`src/rtl/rspd_pkg.sv`:
```
// Shared types, constants and helpers of the shadow pixel darkener.
// No dependencies; imported by every module of the block but rspd_ram.
`default_nettype none

package rspd_pkg;

  localparam int PAIR_DEPTH  = 64;
  localparam int PAIR_PTR_W  = (PAIR_DEPTH > 1) ? $clog2(PAIR_DEPTH) : 1;
  localparam int PAIR_FILL_W = $clog2(PAIR_DEPTH + 1);
  localparam int MAX_WIDTH   = 4096;
  localparam int WIDTH_W     = 13;
  localparam int COL_W       = 12;
  localparam int CNT_W       = 12;
  localparam int PAIR_W      = 2 * CNT_W;
  localparam int PIX_W       = 16;
  localparam int PCOUNT_W    = 7;
  localparam int IN_DATA_W   = 48;
  localparam int QUEUE_DEPTH = 4;
  localparam int Q_PTR_W     = $clog2(QUEUE_DEPTH);
  localparam int Q_CNT_W     = $clog2(QUEUE_DEPTH + 1);

  typedef enum logic [1:0] {
    KIND_HEADER = 2'd0,
    KIND_PAIR   = 2'd1,
    KIND_PIXEL  = 2'd2,
    KIND_NONE   = 2'd3
  } kind_t;

  typedef enum logic [1:0] {
    OP_HEADER     = 2'd0,
    OP_PAIR       = 2'd1,
    OP_EMPTY_PAIR = 2'd2,
    OP_PIXEL      = 2'd3
  } op_t;

  typedef enum logic [1:0] {
    MODE_BLACK = 2'd0,
    MODE_SHIFT = 2'd1,
    MODE_BLEND = 2'd2,
    MODE_PASS  = 2'd3
  } mode_t;

  typedef enum logic [1:0] {
    REG_DARK_MODE    = 2'd0,
    REG_DARK_SHIFT   = 2'd1,
    REG_SHADOW_ALPHA = 2'd2,
    REG_LINE_WIDTH   = 2'd3
  } reg_idx_t;

  typedef struct packed {
    logic [1:0]         dark_mode;
    logic [2:0]         dark_shift;
    logic [7:0]         shadow_alpha;
    logic [WIDTH_W-1:0] line_width;
  } cfg_t;

  // Queue entry: pair payload is {trans, shadow}, others use the low bits
  typedef struct packed {
    op_t               op;
    logic [PAIR_W-1:0] payload;
  } qent_t;

  localparam logic [2:0]         MAX_SHIFT     = 3'd4;
  localparam logic [WIDTH_W-1:0] MAX_WIDTH_VAL = WIDTH_W'(MAX_WIDTH);

  // Per-shift mask that keeps channel bits from bleeding into a neighbor
  function automatic logic [PIX_W-1:0] shift_mask(input logic [2:0] s);
    logic [PIX_W-1:0] m;
    case (s)
      3'd0:    m = 16'hFFFF;
      3'd1:    m = 16'h7BEF;
      3'd2:    m = 16'h39E7;
      3'd3:    m = 16'h18E3;
      default: m = 16'h0861;
    endcase
    return m;
  endfunction

  // Wrap a store pointer
  function automatic logic [PAIR_PTR_W-1:0] ptr_inc(input logic [PAIR_PTR_W-1:0] p);
    logic [PAIR_PTR_W-1:0] n;
    if (p == PAIR_PTR_W'(PAIR_DEPTH - 1)) begin
      n = '0;
    end else begin
      n = p + 1'b1;
    end
    return n;
  endfunction

endpackage

`default_nettype wire

```
`src/rtl/rspd_ram.sv`:
```
// Generic single-write, single-read RAM with registered read data.
// No dependencies; holds the run pair store.
`default_nettype none

module rspd_ram #(
  parameter int WIDTH = 24,
  parameter int DEPTH = 64
) (
  input  wire logic                                    clk,
  input  wire logic                                    we,
  input  wire logic [((DEPTH > 1) ? $clog2(DEPTH) : 1)-1:0] waddr,
  input  wire logic [WIDTH-1:0]                        wdata,
  input  wire logic [((DEPTH > 1) ? $clog2(DEPTH) : 1)-1:0] raddr,
  output logic      [WIDTH-1:0]                        rdata
);

  logic [WIDTH-1:0] mem [DEPTH];

  // Write port
  always_ff @(posedge clk) begin
    if (we) begin
      mem[waddr] <= wdata;
    end
  end

  // Registered read port
  always_ff @(posedge clk) begin
    rdata <= mem[raddr];
  end

endmodule

`default_nettype wire

```
`src/rtl/rspd_front.sv`:
```
// Front end: accepts input requests and classifies them into queue entries.
// Depends on rspd_pkg; feeds rspd_queue.
`default_nettype none

module rspd_front
  import rspd_pkg::*;
(
  input  wire logic                 in_tvalid,
  output logic                      in_tready,
  input  wire logic [IN_DATA_W-1:0] in_tdata,
  input  wire logic [1:0]           in_tuser,
  input  wire logic                 q_full,
  output logic                      q_push,
  output qent_t                     q_entry
);

  logic [PCOUNT_W-1:0] pair_count;
  logic [CNT_W-1:0]    trans_count;
  logic [CNT_W-1:0]    shadow_count;
  logic [PIX_W-1:0]    dest_pixel;
  logic                accept;

  assign pair_count   = in_tdata[6:0];
  assign trans_count  = in_tdata[18:7];
  assign shadow_count = in_tdata[30:19];
  assign dest_pixel   = in_tdata[46:31];

  assign in_tready = !q_full;
  assign accept    = in_tvalid && in_tready;

  // Classify; kind three is taken and dropped
  always_comb begin
    q_push          = 1'b0;
    q_entry.op      = OP_HEADER;
    q_entry.payload = '0;
    unique case (kind_t'(in_tuser))
      KIND_HEADER: begin
        q_push          = accept;
        q_entry.op      = OP_HEADER;
        q_entry.payload = PAIR_W'(pair_count);
      end
      KIND_PAIR: begin
        q_push          = accept;
        q_entry.op      = ((trans_count == '0) && (shadow_count == '0)) ?
                          OP_EMPTY_PAIR : OP_PAIR;
        q_entry.payload = {trans_count, shadow_count};
      end
      KIND_PIXEL: begin
        q_push          = accept;
        q_entry.op      = OP_PIXEL;
        q_entry.payload = PAIR_W'(dest_pixel);
      end
      KIND_NONE: begin
        q_push = 1'b0;
      end
      default: begin
        q_push = 1'b0;
      end
    endcase
  end

endmodule

`default_nettype wire

```
`src/rtl/rspd_queue.sv`:
```
// Short queue of classified requests between front end and back end.
// Depends on rspd_pkg.
`default_nettype none

module rspd_queue
  import rspd_pkg::*;
(
  input  wire logic  clk,
  input  wire logic  rst_n,
  input  wire logic  push,
  input  qent_t      push_entry,
  output logic       full,
  input  wire logic  pop,
  output logic       head_valid,
  output qent_t      head_entry
);

  qent_t              slot_r [QUEUE_DEPTH];
  logic [Q_PTR_W-1:0] wr_ptr_r, wr_ptr_nxt;
  logic [Q_PTR_W-1:0] rd_ptr_r, rd_ptr_nxt;
  logic [Q_CNT_W-1:0] count_r, count_nxt;

  assign full       = (count_r == Q_CNT_W'(QUEUE_DEPTH));
  assign head_valid = (count_r != '0);
  assign head_entry = slot_r[rd_ptr_r];

  // Advance pointers and count
  always_comb begin
    wr_ptr_nxt = push ? wr_ptr_r + 1'b1 : wr_ptr_r;
    rd_ptr_nxt = pop  ? rd_ptr_r + 1'b1 : rd_ptr_r;
    count_nxt  = count_r + Q_CNT_W'(push) - Q_CNT_W'(pop);
  end

  always_ff @(posedge clk) begin
    if (!rst_n) begin
      wr_ptr_r <= '0;
      rd_ptr_r <= '0;
      count_r  <= '0;
    end else begin
      wr_ptr_r <= wr_ptr_nxt;
      rd_ptr_r <= rd_ptr_nxt;
      count_r  <= count_nxt;
    end
  end

  // Hold entries
  always_ff @(posedge clk) begin
    if (push) begin
      slot_r[wr_ptr_r] <= push_entry;
    end
  end

endmodule

`default_nettype wire

```
`src/rtl/rspd_back.sv`:
```
// Back end: keeps the run pair store and run counters, darkens pixels.
// Depends on rspd_pkg and rspd_ram; drains rspd_queue.
`default_nettype none

module rspd_back
  import rspd_pkg::*;
(
  input  wire logic              clk,
  input  wire logic              rst_n,
  input  cfg_t                   cfg,
  input  wire logic              q_valid,
  input  qent_t                  q_entry,
  output logic                   q_pop,
  output logic                   out_tvalid,
  input  wire logic              out_tready,
  output logic [PIX_W-1:0]       out_tdata,
  output logic                   out_tuser,
  output logic                   out_tlast
);

  logic [PAIR_PTR_W-1:0]  rd_ptr_r, rd_ptr_nxt;
  logic [PAIR_PTR_W-1:0]  wr_ptr_r, wr_ptr_nxt;
  logic [PAIR_FILL_W-1:0] fill_r, fill_nxt;
  logic [PCOUNT_W-1:0]    expect_r, expect_nxt;
  logic [CNT_W-1:0]       skip_r, skip_nxt;
  logic [CNT_W-1:0]       shade_r, shade_nxt;
  logic [COL_W-1:0]       col_r, col_nxt;
  logic [PAIR_W-1:0]      head_r, head_nxt;
  logic                   byp_r;
  logic [PAIR_W-1:0]      byp_data_r;
  logic                   out_valid_r, out_valid_nxt;
  logic [PIX_W-1:0]       out_pixel_r, out_pixel_nxt;
  logic                   out_shadow_r, out_shadow_nxt;
  logic                   out_last_r, out_last_nxt;

  logic                   ram_we;
  logic [PAIR_PTR_W-1:0]  ram_raddr;
  logic [PAIR_W-1:0]      ram_rdata;
  logic [PAIR_W-1:0]      next_pair;
  logic                   out_free;
  logic                   take;
  logic [WIDTH_W-1:0]     width_eff;
  logic [CNT_W-1:0]       skip_cur;
  logic [CNT_W-1:0]       shade_cur;
  logic [PIX_W-1:0]       pix;
  logic [PIX_W-1:0]       dark_pix;
  logic [2:0]             shift_eff;
  logic [7:0]             inv_alpha;
  logic [4:0]             blend_r;
  logic [5:0]             blend_g;
  logic [4:0]             blend_b;

  // Truncating divide by 255 for products below 2^14
  function automatic logic [5:0] div255(input logic [13:0] x);
    logic [14:0] y;
    y = {1'b0, x} + {9'd0, x[13:8]} + 15'd1;
    return y[13:8];
  endfunction

  // Pair store; read address tracks the entry after the head
  rspd_ram #(
    .WIDTH(PAIR_W),
    .DEPTH(PAIR_DEPTH)
  ) u_pair_ram (
    .clk  (clk),
    .we   (ram_we),
    .waddr(wr_ptr_r),
    .wdata(q_entry.payload),
    .raddr(ram_raddr),
    .rdata(ram_rdata)
  );

  assign ram_raddr = ptr_inc(rd_ptr_nxt);
  assign next_pair = byp_r ? byp_data_r : ram_rdata;

  assign out_free = !out_valid_r || out_tready;
  assign take     = q_valid && ((q_entry.op != OP_PIXEL) || out_free);
  assign q_pop    = take;
  assign pix      = q_entry.payload[PIX_W-1:0];

  // Clamp row width
  always_comb begin
    if (cfg.line_width == '0) begin
      width_eff = WIDTH_W'(1);
    end else if (cfg.line_width > MAX_WIDTH_VAL) begin
      width_eff = MAX_WIDTH_VAL;
    end else begin
      width_eff = cfg.line_width;
    end
  end

  // Darken one pixel by the current mode
  always_comb begin
    shift_eff = (cfg.dark_shift > MAX_SHIFT) ? MAX_SHIFT : cfg.dark_shift;
    inv_alpha = 8'd255 - cfg.shadow_alpha;
    blend_r   = 5'(div255(14'(pix[15:11] * inv_alpha)));
    blend_g   = div255(14'(pix[10:5] * inv_alpha));
    blend_b   = 5'(div255(14'(pix[4:0] * inv_alpha)));
    unique case (mode_t'(cfg.dark_mode))
      MODE_BLACK: dark_pix = '0;
      MODE_SHIFT: dark_pix = (pix >> shift_eff) & shift_mask(shift_eff);
      MODE_BLEND: dark_pix = {blend_r, blend_g, blend_b};
      MODE_PASS:  dark_pix = pix;
      default:    dark_pix = pix;
    endcase
  end

  // Execute one queued request
  always_comb begin
    rd_ptr_nxt     = rd_ptr_r;
    wr_ptr_nxt     = wr_ptr_r;
    fill_nxt       = fill_r;
    expect_nxt     = expect_r;
    skip_nxt       = skip_r;
    shade_nxt      = shade_r;
    col_nxt        = col_r;
    head_nxt       = head_r;
    ram_we         = 1'b0;
    skip_cur       = skip_r;
    shade_cur      = shade_r;
    out_valid_nxt  = out_valid_r && !out_tready;
    out_pixel_nxt  = out_pixel_r;
    out_shadow_nxt = out_shadow_r;
    out_last_nxt   = out_last_r;
    if (take) begin
      unique case (q_entry.op) inside
        OP_HEADER: begin
          rd_ptr_nxt = '0;
          wr_ptr_nxt = '0;
          fill_nxt   = '0;
          skip_nxt   = '0;
          shade_nxt  = '0;
          col_nxt    = '0;
          expect_nxt = q_entry.payload[PCOUNT_W-1:0];
        end
        OP_PAIR, OP_EMPTY_PAIR: begin
          if (expect_r != '0) begin
            expect_nxt = expect_r - 1'b1;
            if ((q_entry.op == OP_PAIR) && (fill_r < PAIR_FILL_W'(PAIR_DEPTH))) begin
              ram_we     = 1'b1;
              wr_ptr_nxt = ptr_inc(wr_ptr_r);
              fill_nxt   = fill_r + 1'b1;
              if (fill_r == '0) begin
                head_nxt = q_entry.payload;
              end
            end
          end
        end
        OP_PIXEL: begin
          // Load the next run pair when both runs are spent
          if ((skip_r == '0) && (shade_r == '0) && (fill_r != '0)) begin
            skip_cur   = head_r[PAIR_W-1:CNT_W];
            shade_cur  = head_r[CNT_W-1:0];
            rd_ptr_nxt = ptr_inc(rd_ptr_r);
            fill_nxt   = fill_r - 1'b1;
            head_nxt   = next_pair;
          end
          out_valid_nxt  = 1'b1;
          out_pixel_nxt  = pix;
          out_shadow_nxt = 1'b0;
          skip_nxt       = skip_cur;
          shade_nxt      = shade_cur;
          if (skip_cur != '0) begin
            skip_nxt = skip_cur - 1'b1;
          end else if (shade_cur != '0) begin
            shade_nxt      = shade_cur - 1'b1;
            out_shadow_nxt = 1'b1;
            out_pixel_nxt  = dark_pix;
          end
          // Row end clears the row state and clips open runs
          out_last_nxt = (({1'b0, col_r} + WIDTH_W'(1)) >= width_eff);
          if (out_last_nxt) begin
            rd_ptr_nxt = '0;
            wr_ptr_nxt = '0;
            fill_nxt   = '0;
            skip_nxt   = '0;
            shade_nxt  = '0;
            col_nxt    = '0;
            expect_nxt = '0;
          end else begin
            col_nxt = col_r + 1'b1;
          end
        end
        default: begin
          out_valid_nxt = out_valid_r && !out_tready;
        end
      endcase
    end
  end

  // Control state
  always_ff @(posedge clk) begin
    if (!rst_n) begin
      rd_ptr_r    <= '0;
      wr_ptr_r    <= '0;
      fill_r      <= '0;
      expect_r    <= '0;
      skip_r      <= '0;
      shade_r     <= '0;
      col_r       <= '0;
      byp_r       <= 1'b0;
      out_valid_r <= 1'b0;
    end else begin
      rd_ptr_r    <= rd_ptr_nxt;
      wr_ptr_r    <= wr_ptr_nxt;
      fill_r      <= fill_nxt;
      expect_r    <= expect_nxt;
      skip_r      <= skip_nxt;
      shade_r     <= shade_nxt;
      col_r       <= col_nxt;
      byp_r       <= ram_we && (wr_ptr_r == ram_raddr);
      out_valid_r <= out_valid_nxt;
    end
  end

  // Payload registers
  always_ff @(posedge clk) begin
    head_r       <= head_nxt;
    byp_data_r   <= q_entry.payload;
    out_pixel_r  <= out_pixel_nxt;
    out_shadow_r <= out_shadow_nxt;
    out_last_r   <= out_last_nxt;
  end

  assign out_tvalid = out_valid_r;
  assign out_tdata  = out_pixel_r;
  assign out_tuser  = out_shadow_r;
  assign out_tlast  = out_last_r;

endmodule

`default_nettype wire

```
`src/rtl/rle_shadow_pixel_darkener.sv`:
```
// Shadow pixel darkener: RLE shadow runs applied to an RGB565 pixel stream.
// Input stream: kind in in_tuser; header, run pair and pixel requests share
//   in_tdata. A header sets the row's pair count, pairs fill a 64-entry
//   store, and each pixel request gives exactly one output request.
// Output stream: pixel in out_tdata, shadow flag in out_tuser, last pixel
//   of the row on out_tlast. Headers, pairs and kind three give no output.
// Config: cfg_index selects dark_mode, dark_shift, shadow_alpha or
//   line_width; always ready, to be written while the stream is idle.
// Throughput: one request per cycle unless out_tready stalls; the back end
//   runs one queued request per cycle, prefetching from the pair store.
// Path of a pixel: it is written into the four-entry queue, then executed
//   from the queue head into the output register that drives out_tvalid.
// Reset (rst_n low, synchronous) empties the queue and the pair store,
//   clears run counters and the column, and loads the register defaults.
// Receiver stall: the output register holds its request; the queue soaks
//   up to four more, then in_tready drops.
`default_nettype none

module rle_shadow_pixel_darkener
  import rspd_pkg::*;
(
  input  wire logic                 clk,
  input  wire logic                 rst_n,
  // in_tdata: pair_count[6:0], trans_count[18:7], shadow_count[30:19],
  //           dest_pixel[46:31], zero[47]
  input  wire logic                 in_tvalid,
  output logic                      in_tready,
  input  wire logic [IN_DATA_W-1:0] in_tdata,
  // in_tuser: kind[1:0]
  input  wire logic [1:0]           in_tuser,
  output logic                      out_tvalid,
  input  wire logic                 out_tready,
  // out_tdata: out_pixel[15:0]
  output logic [PIX_W-1:0]          out_tdata,
  // out_tuser: in_shadow[0]
  output logic                      out_tuser,
  output logic                      out_tlast,
  input  wire logic                 cfg_valid,
  output logic                      cfg_ready,
  input  wire logic [1:0]           cfg_index,
  input  wire logic [WIDTH_W-1:0]   cfg_data
);

  cfg_t  cfg_r, cfg_nxt;
  logic  q_full;
  logic  q_push;
  qent_t q_push_entry;
  logic  q_pop;
  logic  q_valid;
  qent_t q_head;

  assign cfg_ready = 1'b1;

  // Register writes
  always_comb begin
    cfg_nxt = cfg_r;
    if (cfg_valid && cfg_ready) begin
      unique case (reg_idx_t'(cfg_index))
        REG_DARK_MODE:    cfg_nxt.dark_mode    = cfg_data[1:0];
        REG_DARK_SHIFT:   cfg_nxt.dark_shift   = cfg_data[2:0];
        REG_SHADOW_ALPHA: cfg_nxt.shadow_alpha = cfg_data[7:0];
        REG_LINE_WIDTH:   cfg_nxt.line_width   = cfg_data;
        default:          cfg_nxt = cfg_r;
      endcase
    end
  end

  always_ff @(posedge clk) begin
    if (!rst_n) begin
      cfg_r.dark_mode    <= MODE_BLACK;
      cfg_r.dark_shift   <= 3'd1;
      cfg_r.shadow_alpha <= 8'd128;
      cfg_r.line_width   <= WIDTH_W'(640);
    end else begin
      cfg_r <= cfg_nxt;
    end
  end

  rspd_front u_front (
    .in_tvalid(in_tvalid),
    .in_tready(in_tready),
    .in_tdata (in_tdata),
    .in_tuser (in_tuser),
    .q_full   (q_full),
    .q_push   (q_push),
    .q_entry  (q_push_entry)
  );

  rspd_queue u_queue (
    .clk       (clk),
    .rst_n     (rst_n),
    .push      (q_push),
    .push_entry(q_push_entry),
    .full      (q_full),
    .pop       (q_pop),
    .head_valid(q_valid),
    .head_entry(q_head)
  );

  rspd_back u_back (
    .clk       (clk),
    .rst_n     (rst_n),
    .cfg       (cfg_r),
    .q_valid   (q_valid),
    .q_entry   (q_head),
    .q_pop     (q_pop),
    .out_tvalid(out_tvalid),
    .out_tready(out_tready),
    .out_tdata (out_tdata),
    .out_tuser (out_tuser),
    .out_tlast (out_tlast)
  );

endmodule

`default_nettype wire

```
`config.mk`:
```
export PLATFORM = sky130hd
export DESIGN_NAME = rle_shadow_pixel_darkener
export DESIGN_NICKNAME = d
export VERILOG_FILES = /design/src/rtl/rspd_pkg.sv /design/src/rtl/rspd_ram.sv /design/src/rtl/rspd_front.sv /design/src/rtl/rspd_queue.sv /design/src/rtl/rspd_back.sv /design/src/rtl/rle_shadow_pixel_darkener.sv
export SDC_FILE = /design/constraint.sdc
export NUM_CORES = 2
export LEC_CHECK = 0
export ABC_CLOCK_PERIOD_IN_PS = 7650
export BUFFER_PORTS_ARGS = -buffer_cell sky130_fd_sc_hd__clkbuf_2
export CELL_PAD_IN_SITES_DETAIL_PLACEMENT = 0
export CELL_PAD_IN_SITES_GLOBAL_PLACEMENT = 1
export CORE_MARGIN = 8
export CORE_UTILIZATION = 45
export DETAILED_ROUTE_END_ITERATION = 10
export PLACE_DENSITY_LB_ADDON = 0.25
export RECOVER_POWER = 100
export REMOVE_ABC_BUFFERS = 1
export SETUP_SLACK_MARGIN = 0.2
export SYNTH_ARGS = -nofsm -noshare
export SYNTH_HDL_FRONTEND = slang
export SYNTH_SLANG_ARGS = --single-unit
```
`constraint.sdc`:
```
create_clock -name clk -period 7.65 [get_ports clk]
set_input_delay 0.3825 -clock clk [delete_from_list [all_inputs] [get_ports clk]]
set_output_delay 0.3825 -clock clk [all_outputs]
set_load 0.005 [all_outputs]
```
# Word level (Yosys, flattened, before mapping)
# Memories as Yosys holds them, arrays and structs flattened. A register that Yosys moved wholly into a read port is not among the register bits.
# Index checks and enable logic that the tools add are counted.
[word_totals]
reg_bits = 163
mem_bits_rw = 1640
input_bits = 70
out_inout_bits = 21
elab_cells = 188
n_memories = 2
[memory_table]
columns = ["name", "words", "word_bits", "rd", "rd_clocked_by_memory_dff", "wr", "line", "source"]
rows = [
  ["u_back.u_pair_ram.mem", 64, 24, 1, 1, 1, "rspd_ram.sv:17", "logic [WIDTH-1:0] mem [DEPTH];"],
  ["u_queue.slot_r", 4, 26, 1, 1, 1, "rspd_queue.sv:18", "qent_t slot_r [QUEUE_DEPTH];"],
]
[classes]
add_sub_neg = 21
multipliers = 3
n_lt_le_gt_ge = 4
n_eq_ne = 27
shift = 1
muxes = 64
n_bitwise = 1
n_reduce_logical = 44
[ops]
columns = ["operator", "n"]
rows = [
  ["$mux 12", 12],
  ["$pmux 16 s4", 2],
  ["$mux 24", 5],
  ["$pmux 26 s3", 1],
  ["$pmux 12 s2", 3],
  ["$mux 6", 9],
  ["$logic_not 12->1", 4],
  ["$mux 16", 3],
  ["$pmux 24 s2", 1],
  ["$mux 7", 6],
  ["$pmux 7 s3", 2],
  ["$add 13x1->13 const B", 2],
  ["$add 13x5->13", 2],
  ["$mul 5x8->13", 2],
  ["$mux 13", 2],
  ["$reduce_bool 12->1", 2],
  ["$sub 12x1->12 const B", 2],
  ["$add 6x1->6 const B", 3],
  ["$eq 6x6->1 const B", 3],
  ["$pmux 6 s3", 1],
  ["$and 16x16->16", 1],
  ["$eq 2x2->1 const B", 8],
  ["$shr 16x3->16", 1],
  ["$add 14x1->14 const B", 1],
  ["other kinds (43)", 87],
]

# Longest topological paths before layout
[logic_depth]
depth_word = 11
mapped_depth = 34

# Modules after synthesis
# A second synthesis with hierarchy kept.
[unflattened]
cells_unflattened = 4482
hier_area_um2 = 77707.0
[by_module_without_submodules]
columns = ["mod", "n_inst", "cells_each", "area_each_um2", "seq_area_each_um2"]
rows = [
  ["rspd_ram", 1, 2610, 59295.6, 46604.7],
  ["rspd_back", 1, 1528, 12708.4, 3022.9],
  ["rspd_queue", 1, 179, 4241.6, 3303.2],
  ["rle_shadow_pixel_darkener", 1, 105, 1038.5, 520.5],
  ["rspd_front", 1, 60, 422.9, 0.0],
]

# Worst setup path after synthesis
# No wires, ideal clock.
[synth_path]
path_type = "reg-to-reg"
start = "register with a tool-made name"
end = "register u_back.out_pixel_r[4] (netlist: u_back.out_tdata[4]) (data pin)"
setup_time_ns = 0.277
arrival_ns = 8.128
required_ns = 7.373
slack_ns = -0.755
path_stages_with_launch = 27
n_path_buf = 3
synth_period_minus_slack_ns = 8.405
cell_sequence = "dfxtp_1 > clkbuf_1 > clkbuf_1 > clkbuf_1 > mux2_2 > o21ai_1 > inv_1 > nand2b_1 > fa_1 > fa_1 > fa_1 > inv_1 > ha_1 > a21oi_1 > o21ai_0 > a21oi_1 > o21ai_0 > xor2_1 > ha_1 > and4b_1 > or4_1 > maj3_1 > maj3_1 > maj3_1 > nand4_1 > xor2_1 > o22ai_1"
[synth_rtl]
columns = ["element", "line", "source"]
rows = [
  ["to (signal assigned)", "rspd_back.sv:220", "out_pixel_r <= out_pixel_nxt;"],
  ["to (decl)", "rspd_back.sv:32", "logic [PIX_W-1:0] out_pixel_r, out_pixel_nxt;"],
]

# Worst setup path in the final report
[layout_path]
start = "register u_back.col_r[0]"
end = "register u_back.u_pair_ram.rdata[12], read port of u_back.u_pair_ram.mem"
[layout_via]
elab_chain_cells = 7
[layout_lines]
columns = ["element", "line", "source"]
rows = [
  ["from (decl)", "rspd_back.sv:27", "logic [COL_W-1:0] col_r, col_nxt;"],
  ["from (signal assigned)", "rspd_back.sv:210", "col_r <= col_nxt;"],
  ["$add 12x1->13 (*)", "rspd_back.sv:171", "out_last_nxt = (({1'b0, col_r} + WIDTH_W'(1)) >= width_eff);"],
  ["$ge 13x13->1 (*)", "rspd_back.sv:171", ""],
  ["$mux 6 (*)", "rspd_back.sv:172", "if (out_last_nxt) begin"],
  ["$pmux 6 s2 (*)", "rspd_back.sv:126", "unique case (q_entry.op) inside"],
  ["$mux 6 (*)", "rspd_back.sv:125", "if (take) begin"],
  ["net u_back.rd_ptr_nxt[1]", "rspd_back.sv:21", "logic [PAIR_PTR_W-1:0] rd_ptr_r, rd_ptr_nxt;"],
  ["$add 6x1->6 or $eq 6x6->1 (tied branches)", "rspd_pkg.sv:85, rspd_pkg.sv:82", ""],
  ["$mux 6 (*)", "rspd_pkg.sv:82", "if (p == PAIR_PTR_W'(PAIR_DEPTH - 1)) begin"],
  ["to (decl)", "rspd_ram.sv:14", "output logic [WIDTH-1:0] rdata"],
]
# Mark *: on every way through the listed nets, which the timed path passes. The rest lies on a longest branch.
# A chain may end at the register's enable or synchronous reset.

==> metrics.md <==
| Metric | Value |
|---|---|
| Status | complete, but fails checks |
| Violated checks | max-capacitance violations, max-slew violations |
| CTS root buf | clkbuf_16 |
| Synth-to-Final Area Change | 13.2% |
| CTS buffer count | 188 |
| Routed Antenna Nets | 0 |
| Placed Cells | 7,931 |
| Critical path arrival | 8010 ps |
| Clk_skew | 45.2 ps |
| Final Hold Viols | 0 |
| PortBufs | 88 |
| Fillers | 14,748 |
| Critical Path RT | 8440 ps |
| # DRC | 0 |
| Reg area | about 0.053 sq mm |
| Critical path startpoint category | flip-flop |
| Place WS | 179 ps |
| TritonCTS clock tree | built |
| I/O Pins | 91 |
| Clock net sink count | 1,829 |
| Library cells used by synthesis | 108 |
| Initial antenna violation count | 7 |
| Synth Flop Type | edfxtp_1 |
| Final Worst Setup Slack | 434 ps |
| Fraction of registers with async set/reset | 0 |
| H-tree Lvls | 4 |
| Post-layout min period | 7220 ps |
| Seq/Total Area, Yosys | 0.683 |
| Cells after Synth | 5,593 |
| Area leader, netlist | edfxtp_1 |
| Die H | between 400 and 500 microns |
| Total grt overflow | 0 |
| WS Path Type | flip-flop to flip-flop |
| Core footprint | 0.173 sq mm |
| Detailed placement HPWL | roughly 140,000 microns |
| Final cycle utilization of the critical path | 0.943 |
| Cell area after synthesis | 0.0783 sq mm |
| Number of flops mapped to enable cells by yosys | between 1,500 and 2,000 |
| Tightest Pin Transition | 4390 ps |
| Nets | 6,082 |
| Worst Hold Class | input port to flip-flop |
| Avg Cell Area, Syn | 14.0 sq um |
| CTS max path bufs | 3 |
| CP Capture Type | flip-flop |
| Synth area leaders | edfxtp_1, dfxtp_1, nand2_1 |
| Multi-input logic area | 0.0230 sq mm |
| #FFs+latches synth | 1,829 |
| Post-synth top area share | 0.645 |
| Final Non-Filler Cells | 8,328 |
| Total Wirelength | 237,000 microns |
| Largest net degree at the start of global routing | 96 |
| Total Routing Usage GR | 0.247 |
| Die boundary width | 433 microns |
| Row count | around 150 |
| Max-Cap Viols | 84 |
| Die Footprint | roughly 0.19 sq mm |
| Final GP Congestion | 0.879 |
| Routed len/inst | 28.4 microns |
| Share of cells above drive strength 1 | 0.119 |
| Vias/cell | a little over 6 |
| Initial Utilization | 0.451 |
| Relative slew margins | -1.93 |
| Vias in the first global route | 48,650 |
| Setup violations, final | 0 |
| Global-route wire length before repair | around 340,000 microns |
| RSZ-0062 raised after global routing | true |
| Clock insertion delay at the later pin of the skew report | 850 ps |
| 1st-iter DRT viols | about 5,900 |
| Worst Path Max Fanout | 24 |
| Final max-slew violation count | roughly 2,800 |
| Fmax | 139 MHz |
| First-pass DRT Iterations | 6 |
| Vias | around 50,000 |
| Clock transition at the registers of the reported paths | 60 ps |
| Warnings, synthesis | 0 |
cell type report:
type	count	share of cell area
sequential	1829	0.603
antenna	3	0.0000847
clock inverter	89	0.00970
multi-input combinational	3286	0.260
tap	2325	0.0328
inverter	140	0.00602
clock buffer	257	0.0578
timing repair buffer	399	0.0304
layout by cell type, fill, tap and decap left out, drive strengths merged, types with 58 or more instances in the layout:
cell    count
mux2i     200
nor2b      77
dfxtp     147
edfxtp   1682
ha        106
nor2      297
mux4       86
o221ai     72
nand2     707
fa         62
o22ai      58
a31oi      58
nor3       68
nand3     209
clkinv     73
a221oi     65
a21oi     171
buf       160
inv       143
clkbuf    450
o21ai     273
registers in the layout, summed over array words and instances, names as in the netlist, 16 cells and up, named ones only:
signal	cells
u_back.u_pair_ram.mem	1536
u_queue.slot_r	104
cfg_r	26
u_back.byp_data_r	24
u_back.head_r	24
u_back.u_pair_ram.rdata	24
u_back.out_tdata	16
worst max-delay path: stages (launching register included):
cell,delay (ps)
dfxtp_1,390
ha_1,240
and3_1,250
and3_1,290
nand3_1,130
xnor2_1,220
ha_1,280
and4_1,220
a221o_1,390
o21bai_1,180
nand2_1,100
nor2_1,140
nand2_1,110
o31ai_1,490
ha_2,400
o21a_1,270
nand3_4,130
buf_4,310
o21ai_4,250
buf_2,750
a221o_1,260
o22ai_1,110
o21ai_0,910
and4bb_1,290
path summary, 6_finish.rpt:
| check | start | to | slack, ps | cells after the start |
|---|---|---|---|---|
| hold reg to reg | cfg_r[5]$_SDFFE_PN0P_ | cfg_r[5]$_SDFFE_PN0P_ | 490 | 2 |
| setup / recovery | u_back.col_r[0]$_SDFFE_PN0P_ | u_back.u_pair_ram.rdata[12]$_DFF_P_ | 430 | 23 |
| setup reg to reg | u_back.col_r[0]$_SDFFE_PN0P_ | u_back.u_pair_ram.rdata[12]$_DFF_P_ | 430 | 23 |
| hold / removal | cfg_index[0] | cfg_r[14]$_SDFFE_PN0P_ | 50 | 4 |
stage by stage:
stage	utilization	TNS (ps)	hold WS, ps	cell area (sq um)
6_report	0.511	0	50.5	88600
5_1_grt	0.511	0	65.2	88600
4_1_cts	0.513	0	0.974	89000
3_5_place_dp	0.476	0	477	82600
3_3_place_gp	0.476	0	467	82600
2_1_floorplan	-	-173050	443	76800
Yosys cell counts, types with 77 or more instances:
master and instances:
buf_2 117, nand2_1 700, edfxtp_1 1682, nor2b_1 77, o21ai_0 253, clkbuf_1 162
ha_1 106, nand3_1 206, nor2_1 293, mux2i_1 200, mux4_2 86, a21oi_1 169
dfxtp_1 147, inv_1 137
repair_timing:
item,in CTS,in global routing
endpoints found under the hold margin,119,0
cloned,0,0
resized for setup,0,10
pin swaps,1,2
hold buffers,46,0
buffers inserted,1,1
endpoints found under the setup margin,5,17
logic make-up (layout without fill, tap and decap cells):
| group | count (synthesis) | count (layout) | share of synthesized area |
|---|---|---|---|
| buf+inv | 478 | 885 | 0.0264 |
| simple gates | 1600 | 1600 | 0.0943 |
| compound gates | 1126 | 1126 | 0.101 |
| fa+ha+maj | 174 | 174 | 0.0336 |
| flops | 1829 | 1829 | 0.683 |
| xor+xnor | 68 | 68 | 0.00761 |
| other cells | 1 | 4 | 0.0000479 |
| mux | 317 | 317 | 0.0548 |
metal layers:
layer  track usage  vias to the layer above  routed length (microns)
met3        0.0423                      367                    19300
met2         0.388                     2154                   108000
met5             0                        -                        0
li1              -                    21959                        -
met4        0.0790                        0                     7790
met1         0.353                    25910                   101000
Power is left out: the tool's default activity adds up to more than one toggle a clock period on the data nets, which glitch-free logic cannot reach.
